$ cat config.mk
export PLATFORM = sky130hd
export DESIGN_NAME = nv12lb_ram
export DESIGN_NICKNAME = d
export VERILOG_FILES = /design/src/sv/nv12_letterbox_nearest_to_rgb_top_defines.svh /design/src/sv/nv12lb_ram.sv
export SDC_FILE = /design/constraint.sdc
export NUM_CORES = 2
export LEC_CHECK = 0
export BUFFER_PORTS_ARGS = -buffer_cell sky130_fd_sc_hd__buf_2
export CAP_MARGIN = 0
export CORE_MARGIN = 10
export CORE_UTILIZATION = 45
export CTS_CLUSTER_SIZE = 14
export DETAILED_ROUTE_END_ITERATION = 16
export PLACE_DENSITY_LB_ADDON = 0.08
export SLEW_MARGIN = 5
export SYNTH_ARGS = -nofsm -noshare
export SYNTH_HDL_FRONTEND = slang
export SYNTH_SLANG_ARGS = --single-unit
export TNS_END_PERCENT = 30
$ cat constraint.sdc
create_clock -name clk -period 5.65 [get_ports clk]
set_input_delay 0.8475 -clock clk [delete_from_list [all_inputs] [get_ports clk]]
set_output_delay 0.8475 -clock clk [all_outputs]
set_load 0.005 [all_outputs]
$ cat src/sv/nv12_letterbox_nearest_to_rgb_top_defines.svh
// assertion macros for the nv12 letterbox resize block
`ifndef NV12_LETTERBOX_NEAREST_TO_RGB_TOP_DEFINES_SVH
`define NV12_LETTERBOX_NEAREST_TO_RGB_TOP_DEFINES_SVH

// same-cycle implication, clocked on clk, off while rst is high
`define NV12LB_ASSERT_SAME(label, ante, cons, msg) \
  label: assert property (@(posedge clk) disable iff (rst) (ante) |-> (cons)) \
    else $error(msg);

// next-cycle implication, clocked on clk, off while rst is high
`define NV12LB_ASSERT_NEXT(label, ante, cons, msg) \
  label: assert property (@(posedge clk) disable iff (rst) (ante) |=> (cons)) \
    else $error(msg);

`endif

$ cat src/sv/nv12lb_ram.sv
// generic single-port-write, single-port-read ram with registered read data
`default_nettype none

module nv12lb_ram #(
  parameter int WIDTH = 8,
  parameter int DEPTH = 256
) (
  input  wire logic                     clk,
  input  wire logic                     we,
  input  wire logic [$clog2(DEPTH)-1:0] waddr,
  input  wire logic [WIDTH-1:0]         wdata,
  input  wire logic [$clog2(DEPTH)-1:0] raddr,
  output logic      [WIDTH-1:0]         rdata
);

  logic [WIDTH-1:0] mem [DEPTH];

  always_ff @(posedge clk) begin
    if (we) begin
      mem[waddr] <= wdata;
    end
    rdata <= mem[raddr];
  end

endmodule

`default_nettype wire

==> metrics.md <==
| Metric | Value |
|---|---|
| Outcome | `completed` |
| Final WL | `212.4 mm` |
| Sw Ratio | `0.2143` |
| Sequential share of power | `0.524` |
| FF-to-FF End | `rdata[3]` |
| Async set-or-reset flop fraction in the synthesized netlist | `0` |
| Setup violators final | `0` |
| GP Congestion | `0.8183` |
| R2r startpoint | `mem[83][3]` |
| Vias | `38864` |
| Placed Area | `0.08251 mm²` |
| YS warnings | `0` |
| CP Capture Type | `register` |
| PortBufs | `33` |
| Total track usage | `0.2180` |
| PwrDens | `360.0 mW/mm²` |
| Synthesis-to-layout area growth | `12.38%` |
| Top cells by count, synth | `edfxtp_1 (2048), mux4_2 (454), nor2_1 (282)` |
| DP HPWL | `132.2 mm` |
| TNS Setup | `0 ns` |
| PostCTS Resize Cnt | `0` |
| Vias in the first global route | `39934` |
| Die X | `440.5 µm` |
| Core area | `0.1759 mm²` |
| Min-delay worst type | `in -> reg` |
| Sw power | `6.898 mW` |
| Avg Cell Area, Syn | `21.31 µm²` |
| Largest cells by area after synthesis | `edfxtp_1 (77%), mux4_2 (13%), mux2i_1 (1.7%), nor2_1 (1.3%), a22oi_1 (1.3%)` |
| Hold Vio Cnt, Final | `0` |
| Sequential share of the synthesized area | `0.7750` |
| Most common flop cell mapped by yosys | `edfxtp_1` |
| I/O pin count | `34` |
| DR pass1 iterations | `7` |
| Worst EP required | `6.33 ns` |
| Fmax | `257.7 MHz` |
| Post-synthesis register bit count | `2056` |
| Crit path largest cell delay | `0.88 ns` |
| Crit path launch type | `input pin` |
| Clock group share of total power | `0.428` |
| Antenna violations before repair | `17` |
| Worst Hold Path EP | `mem[205][0]` |
| Std-Cell Rows | `154` |
| Post-synth top area share | `0.7730` |
| Clk_skew | `0.03335 ns` |
| Clock-pin transition on the worst setup and hold timing paths | `0.06 ns` |
| Post-synth EDFFs | `2048` |
| Post-layout min period | `3.880 ns` |
| Worst hold slack | `0.4868 ns` |
| Largest net degree at the start of global routing | `161` |
| Fin. max-slew vios | `0` |
| Final period util | `0.6867` |
| Fin area | `0.08940 mm²` |
| Layout cells sized above 1 | `0.2296` |
| CTS tree | `yes` |
| CP Cell Sequence | `buf_8, buf_4, mux4_2, a22o_1, a221oi_1, o32ai_1, nor3_1, nor4_1` |
| Placed cell count | `5993` |
| Cell-internal power | `25.29 mW` |
| DRC Markers | `0` |
| CTS buffer count | `211` |
| Cell depth of the worst min-delay path | `1` |
| Fillers | `13911` |
| Peak VDD IR | `296.7 µV` |
| Worst r2r path cells | `6` |
| Worst Tran Pin Value | `1.252 ns` |
| Starting Density | `0.4522` |
| Chip height | `440.5 µm` |
| Remaining global-route overflow | `0` |
| CP max FO | `49` |
| CP arrival | `4.56 ns` |
| Hold_buf cts | `0` |
| Max-cap viol count | `0` |
| Hold_sp | `wdata[0]` |
| Worst R2R Setup Slack | `2.42 ns` |
| Wire length per cell | `33.19 µm` |
| RSZ-0062 raised after global routing | `no` |
| CTS Root Cell | `clkbuf_16` |
| Leakage power | `27.45 nW` |
| Post-CTS Setup Bufs | `0` |
| Routed vias/inst | `6.073` |
| Htree depth | `4` |
| First-pass GRT wire length | `301.8 mm` |
| Logic pwr share | `0.048` |
| Post-route insts no fill | `6400` |
| Nets | `3892` |
| Final core occ | `0.5082` |
| TritonCTS Sinks | `2056` |
| Detailed Route Iter0 Violations | `4467` |
| Synth unique cells | `55` |
| Worst-Skew Late Latency | `0.85 ns` |
| Clock Path Buffers | `3` |
| Worst path slowest cell | `nor3_1` |
| Die area | `0.1940 mm²` |
| Antenna Nets Post-Route | `0` |
| Post-Synthesis Cells | `3733` |
| Leading area contributor after synthesis | `edfxtp_1` |
| Critical path type | `in -> reg` |
| Most numerous cell in the Yosys netlist | `edfxtp_1` |
| Syn Nets | `3759` |
| Slew margin rel. | `0.1656` |
| Post-synthesis cell area | `0.07956 mm²` |
## cells in the final DEF (no fill, tap or decap), drive strengths merged, types with 18 or more instances in the layout
| cell | n |
|---|---|
| buf | 146 |
| a21oi | 96 |
| nor2b | 31 |
| nor3 | 22 |
| clkbuf | 272 |
| clkinv | 102 |
| a22oi | 133 |
| o221ai | 47 |
| nor4 | 27 |
| mux2i | 134 |
| o22ai | 28 |
| nor2 | 282 |
| nand2 | 33 |
| edfxtp | 2048 |
| nand3 | 34 |
| mux4 | 456 |
| bufinv | 18 |
## metal layers
metal	share of wire	wire [µm]	up-vias	global-route usage
met4	0.036	7696	2	0.07628
met2	0.49	104100	1491	0.3548
met5	0.000052	11	-	0
met3	0.067	14290	366	0.03979
li1	-	-	15992	-
met1	0.41	86300	21013	0.2969
## final cells by class
class | instances | area (µm²) | area share
multi-input combinational | 1442 | 16500 | 0.1846
timing repair buffer | 153 | 1413 | 0.01580
clock buffer | 265 | 5703 | 0.06379
tap | 2340 | 2928 | 0.03275
inverter | 2 | 7.507 | 0.00008397
clock inverter | 133 | 1170 | 0.01309
antenna | 9 | 22.52 | 0.0002519
sequential | 2056 | 61660 | 0.6897
## metrics by stage
stage / total power, mW / setup slack (ns)
6_report: 32.18 / 1.770
5_1_grt: 33.11 / 1.588
4_1_cts: 32.44 / 1.727
3_5_place_dp: 18.75 / 0.7969
3_3_place_gp: 18.72 / 0.7983
2_1_floorplan: 17.97 / 2.865
## worst max-delay path: cells and delay by family
family / cells / cell delay (ns)
multiplexers: 1 / 0.53
buffers and inverters: 2 / 0.86
AND/OR/NAND/NOR: 2 / 1.02
AO/OA/AOI/OAI: 3 / 1.17
## flip-flops by register name, indices dropped and copies added, names as in the netlist
register and flops:
rdata 8, mem 2048
## cell families (layout without fill, tap and decap cells)
kind of cell / after synthesis / after routing / share of synthesized area
buf+inv: 235 / 553 / 0.01831
mux: 591 / 591 / 0.1462
flops: 2056 / 2056 / 0.7750
other cells: 0 / 9 / 0
compound gates: 385 / 385 / 0.03419
simple gates: 466 / 466 / 0.02628
## power groups by stage
stage          Clock, mW  Combinational, mW  Sequential, mW
6_report            13.8               1.55            16.9
5_1_grt             14.6               1.63            16.9
4_1_cts             14.0               1.57            16.9
3_5_place_dp           0               1.56            17.2
3_3_place_gp           0               1.54            17.2
2_1_floorplan          0              0.817            17.1
## worst max-delay path by stage
stage,startpoint,slack [ns],to,cells after the start
6_report,raddr[0],1.77,rdata[3],8
5_1_grt,raddr[0],1.59,rdata[3],8
4_1_cts,raddr[0],1.73,rdata[3],8
3_5_place_dp,raddr[0],0.80,rdata[3],8
3_3_place_gp,raddr[0],0.80,rdata[3],8
2_1_floorplan,raddr[0],2.86,rdata[2],9
(Power assumes the default switching activity.)
