`src/sv/nv12_letterbox_nearest_to_rgb_top_defines.svh`:
```
// assertion macros for the nv12 letterbox resize block
`ifndef NV12_LETTERBOX_NEAREST_TO_RGB_TOP_DEFINES_SVH
`define NV12_LETTERBOX_NEAREST_TO_RGB_TOP_DEFINES_SVH

// same-cycle implication, clocked on clk, off while rst is high
`define NV12LB_ASSERT_SAME(label, ante, cons, msg) \
  label: assert property (@(posedge clk) disable iff (rst) (ante) |-> (cons)) \
    else $error(msg);

// next-cycle implication, clocked on clk, off while rst is high
`define NV12LB_ASSERT_NEXT(label, ante, cons, msg) \
  label: assert property (@(posedge clk) disable iff (rst) (ante) |=> (cons)) \
    else $error(msg);

`endif

```
`src/sv/nv12lb_pkg.sv`:
```
// shared types and constants for the nv12 letterbox resize block
`default_nettype none

package nv12lb_pkg;

  // request codes
  localparam logic [1:0] REQ_LUMA   = 2'd0;
  localparam logic [1:0] REQ_CHROMA = 2'd1;
  localparam logic [1:0] REQ_EMIT   = 2'd2;

  // configuration register indexes
  localparam logic [2:0] REG_SOURCE_WIDTH  = 3'd0;
  localparam logic [2:0] REG_SOURCE_HEIGHT = 3'd1;
  localparam logic [2:0] REG_INVERSE_SCALE = 3'd2;
  localparam logic [2:0] REG_WINDOW_WIDTH  = 3'd3;
  localparam logic [2:0] REG_WINDOW_HEIGHT = 3'd4;
  localparam logic [2:0] REG_PAD_LEFT_COLS = 3'd5;
  localparam logic [2:0] REG_PAD_TOP_ROWS  = 3'd6;

  // padding grey level
  localparam logic [7:0] GREY = 8'd114;

  // color conversion coefficients
  localparam logic signed [10:0] COEF_Y   = 11'sd298;
  localparam logic signed [10:0] COEF_RV  = 11'sd409;
  localparam logic signed [10:0] COEF_GU  = 11'sd100;
  localparam logic signed [10:0] COEF_GV  = 11'sd208;
  localparam logic signed [10:0] COEF_BU  = 11'sd516;
  localparam logic signed [9:0]  LUMA_OFS = 10'sd16;
  localparam logic signed [9:0]  CHROMA_OFS = 10'sd128;
  localparam logic signed [19:0] ROUND_OFS  = 20'sd128;

  // emit sequencer
  typedef enum logic [6:0] {
    ST_IDLE = 7'b0000001,
    ST_MUL  = 7'b0000010,
    ST_ADDR = 7'b0000100,
    ST_RD0  = 7'b0001000,
    ST_RD1  = 7'b0010000,
    ST_CONV = 7'b0100000,
    ST_SUM  = 7'b1000000
  } emit_state_t;

endpackage

`default_nettype wire

```
`src/sv/nv12lb_csc.sv`:
```
// yuv to rgb conversion: registered products, then sum, floor and clamp
`default_nettype none

module nv12lb_csc (
  input  wire logic       clk,
  input  wire logic       rst,
  input  wire logic       in_valid,
  input  wire logic [7:0] luma,
  input  wire logic [7:0] cb,
  input  wire logic [7:0] cr,
  output logic            out_valid,
  output logic      [7:0] red,
  output logic      [7:0] green,
  output logic      [7:0] blue
);

  import nv12lb_pkg::*;

  logic signed [9:0]  c_val;
  logic signed [9:0]  d_val;
  logic signed [9:0]  e_val;
  logic signed [19:0] y_term;
  logic signed [19:0] rv_term;
  logic signed [19:0] gu_term;
  logic signed [19:0] gv_term;
  logic signed [19:0] bu_term;
  logic signed [19:0] r_sum;
  logic signed [19:0] g_sum;
  logic signed [19:0] b_sum;

  function automatic logic [7:0] to_byte(input logic signed [19:0] sum);
    logic signed [19:0] q;
    q = sum >>> 8;
    if (q < 20'sd0) begin
      return 8'd0;
    end else if (q > 20'sd255) begin
      return 8'd255;
    end else begin
      return q[7:0];
    end
  endfunction

  assign c_val = $signed({2'b00, luma}) - LUMA_OFS;
  assign d_val = $signed({2'b00, cb}) - CHROMA_OFS;
  assign e_val = $signed({2'b00, cr}) - CHROMA_OFS;

  always_ff @(posedge clk) begin
    y_term  <= 20'(c_val) * 20'(COEF_Y);
    rv_term <= 20'(e_val) * 20'(COEF_RV);
    gu_term <= 20'(d_val) * 20'(COEF_GU);
    gv_term <= 20'(e_val) * 20'(COEF_GV);
    bu_term <= 20'(d_val) * 20'(COEF_BU);
  end

  always_ff @(posedge clk) begin
    if (rst) begin
      out_valid <= 1'b0;
    end else begin
      out_valid <= in_valid;
    end
  end

  assign r_sum = y_term + rv_term + ROUND_OFS;
  assign g_sum = y_term - gu_term - gv_term + ROUND_OFS;
  assign b_sum = y_term + bu_term + ROUND_OFS;

  assign red   = to_byte(r_sum);
  assign green = to_byte(g_sum);
  assign blue  = to_byte(b_sum);

endmodule

`default_nettype wire
```
`config.mk`:
```
export PLATFORM = sky130hd
export DESIGN_NAME = nv12lb_csc
export DESIGN_NICKNAME = d
export VERILOG_FILES = /design/src/sv/nv12_letterbox_nearest_to_rgb_top_defines.svh /design/src/sv/nv12lb_pkg.sv /design/src/sv/nv12lb_csc.sv
export SDC_FILE = /design/constraint.sdc
export NUM_CORES = 1
export LEC_CHECK = 0
export BUFFER_PORTS_ARGS = -buffer_cell sky130_fd_sc_hd__buf_2
export CAP_MARGIN = 30
export CORE_ASPECT_RATIO = 2
export CORE_UTILIZATION = 50
export CTS_CLUSTER_DIAMETER = 30
export DETAILED_ROUTE_END_ITERATION = 10
export HOLD_SLACK_MARGIN = 0.15
export PLACE_DENSITY = 0.73
export SYNTH_ARGS = -nofsm -noshare
export SYNTH_HDL_FRONTEND = slang
export SYNTH_SLANG_ARGS = --single-unit
```
`constraint.sdc`:
```
create_clock -name clk -period 5.2 [get_ports clk]
set_clock_uncertainty 0.2 [all_clocks]
set_input_delay 1.04 -clock clk [delete_from_list [all_inputs] [get_ports clk]]
set_output_delay 1.04 -clock clk [all_outputs]
set_load 0.01 [all_outputs]
```
==> impl_metrics.py, run 1 <==
metrics = {
    "logic_synthesis": {
        "synthSimpleGateAreaFrac": 0.0634,
        "synth_cell_types": 58,
        "synth_warnings": 0,
        "synth_top_family_by_area": "adder cells",
        "synth_fa_ha_area_frac": 0.477,
        "ys_ff_latch": 80,
        "avgSynthCellArea_um2": 9.65,
        "synth_mux_area_frac": 0.00235,
        "synthXorXnorAreaFrac": 0.0744,
        "synth_seq_area_share": 0.177,
        "synth_edf_count": 0,
        "synth_cells": 936,
        "async_flop_share": 0,
        "synthesis.nets": 1275,
        "synth-compound-area-share": 0.131,
        "netlist_area_mm2": 0.00904,
        "yosys_most_used_dff": "dfxtp_1",
    },
    "worst_hold_path": {
        "hold_path_depth": 2,
        "hold_path.class": "input pin to register",
    },
    "finish": {
        "final_nets": 1392,
        "multi_input_area_mm2": 0.00703,
        "drive_above_1_share": 0.183,
        "area_delta_synth_final_pct": 17.2,
        "n_antenna_cell": 0,
        "layout_common_cells": "ha_1 (243), inv_1 (173), dfxtp_1 (73)",
        "final_common_cell": "ha_1",
        "regArea_mm2": 0.00162,
        "n_fill_cell": 1481,
        "fin_util": 0.598,
    },
    "floorplan": {
        "core-area_mm2": 0.0177,
        "start_util": 0.511,
        "dieArea_mm2": 0.0186,
        "die_w_um": 97.1,
        "ios": 52,
        "dieHeight_um": 192,
        "num_rows": 69,
    },
    "worst_setup_path": {
        "crit_family": "compound AO/OA/AOI/OAI gates",
        "endpoint_kind": "output port",
        "worst-path-stages": 15,
        "worst-endpoint-arrival_ns": 3.82,
        "critical_path_class": "register to output port",
        "startpoint_type": "register",
        "crit_fanout": 8,
        "cp.required_ns": 3.96,
        "cpPeakStageDelay_ns": 0.53,
        "critPathSlowestCell": "fa_1",
        "crit_buf_inv": 3,
        "cp_cell_sequence": "inv_1 -> fa_1 -> inv_1 -> ha_1 -> ha_1 -> nand3_1 -> a21oi_2 -> o221ai_2 -> o21ai_2 -> a21o_1 -> and3b_1 -> a211oi_2 -> a211oi_4 -> a21oi_1 -> buf_2",
    },
    "clocking": {
        "cts_tree": "built",
        "cts-root-buf": "clkbuf_16",
        "cts_sinks": 80,
        "cts_buffers": 9,
        "clkTransAtPathRegs_ns": 0.06,
        "postCtsHoldBufs": 0,
        "cts_max_level": 3,
        "clock_path_buffers": 2,
    },
    "power_and_ir_drop": {
        "powerDensity_mw_per_mm2": 706,
        "leakage_nw": 5.64,
        "power_mw": 7.48,
        "vdd_drop_max_mv": 0.485,
    },
    "global_route": {
        "grt_pass1_wl_um": 31500,
        "grt_pass1_vias": 7149,
        "antenna_found_initial": 0,
        "overflow": 0,
        "grt_start_max_net_pins": 15,
        "track_usage": 0.216,
    },
    "timing": {
        "fin_setup_tns_ns": 0,
        "timing.final.ws_setup_ns": 0.138,
        "setup_viol": 0,
        "timing.slew.headroom": 0.563,
        "min_period_ns": 5.06,
        "timing.hold.ws_ns": 0.647,
        "worstMarginPinSlew_ns": 0.647,
        "maxSlewViolCount": 0,
        "fin_crit_sh": 0.973,
        "clock.fmax_mhz": 198,
        "hold_viol_final": 0,
    },
    "placement": {
        "port_buffers": 51,
        "globalplace.congestion": 0.907,
        "dp_hpwl_um": 16800,
        "dpl_worst_slack_ns": -0.416,
    },
    "flow_run": {
        "max_cap_violations": 0,
    },
    "outcome": {
        "outcome": "completed",
    },
    "detailed_routing": {
        "avgRoutedWirePerCell_um": 15.8,
        "via_per_inst": 5.33,
        "vias": 6769,
        "ant_nets": 0,
        "wl_um": 20000,
        "first_pass_iters": 4,
        "drt_iter0_markers": 110,
        "drc": 0,
    },
}
## final cells by class
type	instances	area share
flip-flops and latches	80	0.153
clock buffers	9	0.0213
inverters	180	0.0642
clock inverters	7	0.00886
well taps	213	0.0252
repair buffers	107	0.0638
multi-input cells	675	0.664
## sequential cells by signal (all words and copies together), names as in the netlist
signal     count
out_valid      1
gu_term       12
rv_term       19
gv_term       12
bu_term       18
y_term        18
## metal layers
| metal | share of wire | track usage | vias to the layer above |
|---|---|---|---|
| met5 | 0 | 0 | - |
| met4 | 0.075 | 0.157 | 0 |
| met3 | 0.031 | 0.0331 | 83 |
| met2 | 0.55 | 0.433 | 138 |
| met1 | 0.34 | 0.189 | 3158 |
| li1 | - | - | 3390 |
## power breakdown
group	internal [mW]	switching [mW]
combinational	2.82	3.01
sequential	0.819	0.150
clock	0.420	0.256
## Yosys cell counts (all sizes together) (5+ instances only)
cell,count,share of area
nand4,5,0.0035
a21oi,56,0.032
inv,180,0.075
fa,54,0.12
ha,258,0.36
xor2,23,0.022
dfxtp,80,0.18
o21bai,12,0.010
or2,6,0.0042
nor2b,12,0.0083
o21a,31,0.026
nor3,18,0.010
o21ai,21,0.012
nor2,40,0.017
nand2,11,0.0046
a21o,20,0.018
xnor2,52,0.052
a31oi,6,0.0042
## kinds of logic after synthesis
kind of cell	count (synthesis)
buffers and inverters	181
AO/OA/AOI/OAI	173
AND/OR/NAND/NOR	113
multiplexers	2
XOR/XNOR	75
flip-flops	80
adder cells (fa/ha/maj)	312
## what timing repair did
action,CTS,global route
gates resized for setup,9,46
buffers inserted,3,7
endpoints found under the setup margin,9,14
pin swaps,11,30
## stage by stage
stage	area (um2)	std cells
after floorplan	9100	936
after global placement	9970	1245
after detailed placement	9970	1245
after CTS	10300	1264
after global routing	10600	1271
final	10600	1271
## final timing paths
kind	startpoint	end	slack (ns)
max	y_term[4]$_DFF_P_	green[0]	0.14
min	rst	out_valid$_SDFF_PP0_	0.65
Note: power is estimated with default switching activity, not from simulation.
==> run 2: changes to the inputs <==
--- a/config.mk
+++ b/config.mk
@@ -9,6 +9,7 @@
 export CAP_MARGIN = 30
 export CORE_ASPECT_RATIO = 2
 export CORE_UTILIZATION = 50
+export CTS_BUF_LIST = sky130_fd_sc_hd__clkbuf_4
 export CTS_CLUSTER_DIAMETER = 30
 export DETAILED_ROUTE_END_ITERATION = 10
 export HOLD_SLACK_MARGIN = 0.15
==> run 2 against run 1 <==
Net effect: cell count unchanged; global-route usage up 0.10 points; critical path type unchanged; design area decreased by 1.3%; critical path depth unchanged; total power fell by 2.5%; setup slack lost 0.057 ns; via count is 0.64% lower; largest cell class unchanged; largest power group unchanged; first-iteration DRC count up 16%.
==> impl_metrics.py, run 2 (synthesis gave the netlist of run 1 again) <==
metrics = {
    "outcome": {
        "outcome": "completed",
    },
    "detailed_routing": {
        "first_pass_iters": 4,
        "drt_iter0_markers": 128,
        "vias": 6726,
        "avgRoutedWirePerCell_um": 15.5,
        "ant_nets": 0,
        "drc": 0,
        "wl_um": 19600,
        "via_per_inst": 5.29,
    },
    "placement": {
        "dpl_worst_slack_ns": -0.416,
        "globalplace.congestion": 0.907,
        "dp_hpwl_um": 16800,
        "port_buffers": 51,
    },
    "global_route": {
        "grt_pass1_wl_um": 31600,
        "overflow": 0,
        "use_met2": 0.436,
        "grt_use_met1": 0.195,
        "antenna_found_initial": 1,
        "track_usage": 0.217,
        "grt_start_max_net_pins": 15,
        "grt_pass1_vias": 7064,
        "grt_busiest_layer": "met2",
        "grt_use_met3": 0.0306,
    },
    "timing": {
        "timing.final.ws_setup_ns": 0.0818,
        "maxSlewViolCount": 0,
        "setup_viol": 0,
        "hold_viol_final": 0,
        "fin_crit_sh": 0.984,
        "min_period_ns": 5.12,
        "rsz0062_at_grt": "true",
        "clock.fmax_mhz": 195,
        "timing.slew.headroom": 0.568,
        "worstMarginPinSlew_ns": 0.640,
    },
    "worst_hold_path": {
        "worstHoldStart": "rst",
        "hold_path.class": "input pin to register",
    },
    "finish": {
        "layout_common_cells": "ha_1 (243), inv_1 (172), dfxtp_1 (73)",
        "drive_above_1_share": 0.183,
        "top_regs": "rv_term: 19 flops, bu_term: 18 flops, y_term: 18 flops",
        "final_nets": 1391,
        "area_delta_synth_final_pct": 15.6,
        "final_common_cell": "ha_1",
        "largest_reg_flops": 19,
        "top_register": "rv_term",
    },
    "worst_setup_path": {
        "crit_fanout": 8,
        "critical_path_class": "register to output port",
        "startpoint_type": "register",
        "worst-endpoint-arrival_ns": 3.88,
        "cpPeakStageDelay_ns": 0.46,
        "startpoint": "y_term[6]$_DFF_P_",
        "critPathSlowestCell": "fa_2",
        "cp.required_ns": 3.96,
        "endpoint_kind": "output port",
        "cp_cell_sequence": "inv_2 -> fa_2 -> inv_2 -> fa_2 -> ha_4 -> or3_4 -> and4_1 -> a21oi_2 -> a211oi_2 -> nor2_1 -> and4_4 -> o21ai_4 -> a211oi_4 -> a21oi_1 -> buf_2",
    },
    "clocking": {
        "cts_tree": "built",
        "cts_sinks": 80,
        "clock_path_buffers": 2,
        "cts_buffers": 9,
        "clkTransAtPathRegs_ns": 0.13,
        "cts_max_level": 3,
        "cts-root-buf": "clkbuf_4",
    },
    "floorplan": {
        "dieHeight_um": 192,
        "die_w_um": 97.1,
        "start_util": 0.511,
        "dieArea_mm2": 0.0186,
        "num_rows": 69,
        "core-area_mm2": 0.0177,
        "ios": 52,
    },
    "power_and_ir_drop": {
        "vdd_drop_max_mv": 0.480,
        "power_mw": 7.29,
        "leakage_nw": 5.56,
        "powerDensity_mw_per_mm2": 698,
    },
    "flow_run": {
        "max_cap_violations": 0,
    },
}
run 2: what timing repair did:
item | 4_1_cts | 5_1_grt
setup buffers | 4 | 5
endpoints found under the setup margin | 8 | 13
hold buffers | 0 | 0
endpoints found under the hold margin | 0 | 0
pin swaps | 21 | 31
resized for setup | 33 | 20
run 2: metal layers:
metal | share of wire | wire length [um]
met5 | 0 | 0
met4 | 0.071 | 1390
met3 | 0.031 | 607
met2 | 0.55 | 10900
met1 | 0.35 | 6780
run 2: worst paths after layout:
path | slack, ns | to | cells after the start
max | 0.08 | green[0] | 15
min | 0.54 | out_valid$_SDFF_PP0_ | 2
run 2: layout make-up:
cell class / instances / area [um2]
multi-input combinational: 675 / 7050
sequential: 80 / 1620
antenna: 1 / 2.50
tap: 213 / 267
clock inverter: 7 / 93.8
timing repair buffer: 106 / 668
clock buffer: 9 / 67.6
inverter: 180 / 679
fill: 1512 / 7250
run 2: per-stage QoR:
| stage | instances | hold WS, ns | cell area [um2] | TNS, ns | util |
|---|---|---|---|---|---|
| after global placement | 1245 | 0.996 | 9970 | -0.974 | 0.563 |
| after floorplan | 936 | 0.868 | 9100 | 0 | - |
| final | 1271 | 0.538 | 10400 | 0 | 0.590 |
| after CTS | 1265 | 0.505 | 10300 | 0 | 0.582 |
| after detailed placement | 1245 | 1.00 | 9970 | -1.61 | 0.563 |
| after global routing | 1271 | 0.509 | 10400 | -0.825 | 0.590 |
run 2: critical path, delay by kind of cell, from the launching register on:
kind            cells  cell delay, ns
compound gates      5            0.81
flops               1            0.39
fa+ha+maj           3            1.08
simple gates        4            0.88
buf+inv             3            0.27
run 2: power by group:
group,internal [mW],total [mW],switching (mW)
registers,0.816,0.963,0.146
clock network,0.195,0.419,0.225
logic,2.87,5.91,3.04
total,3.88,7.29,3.41
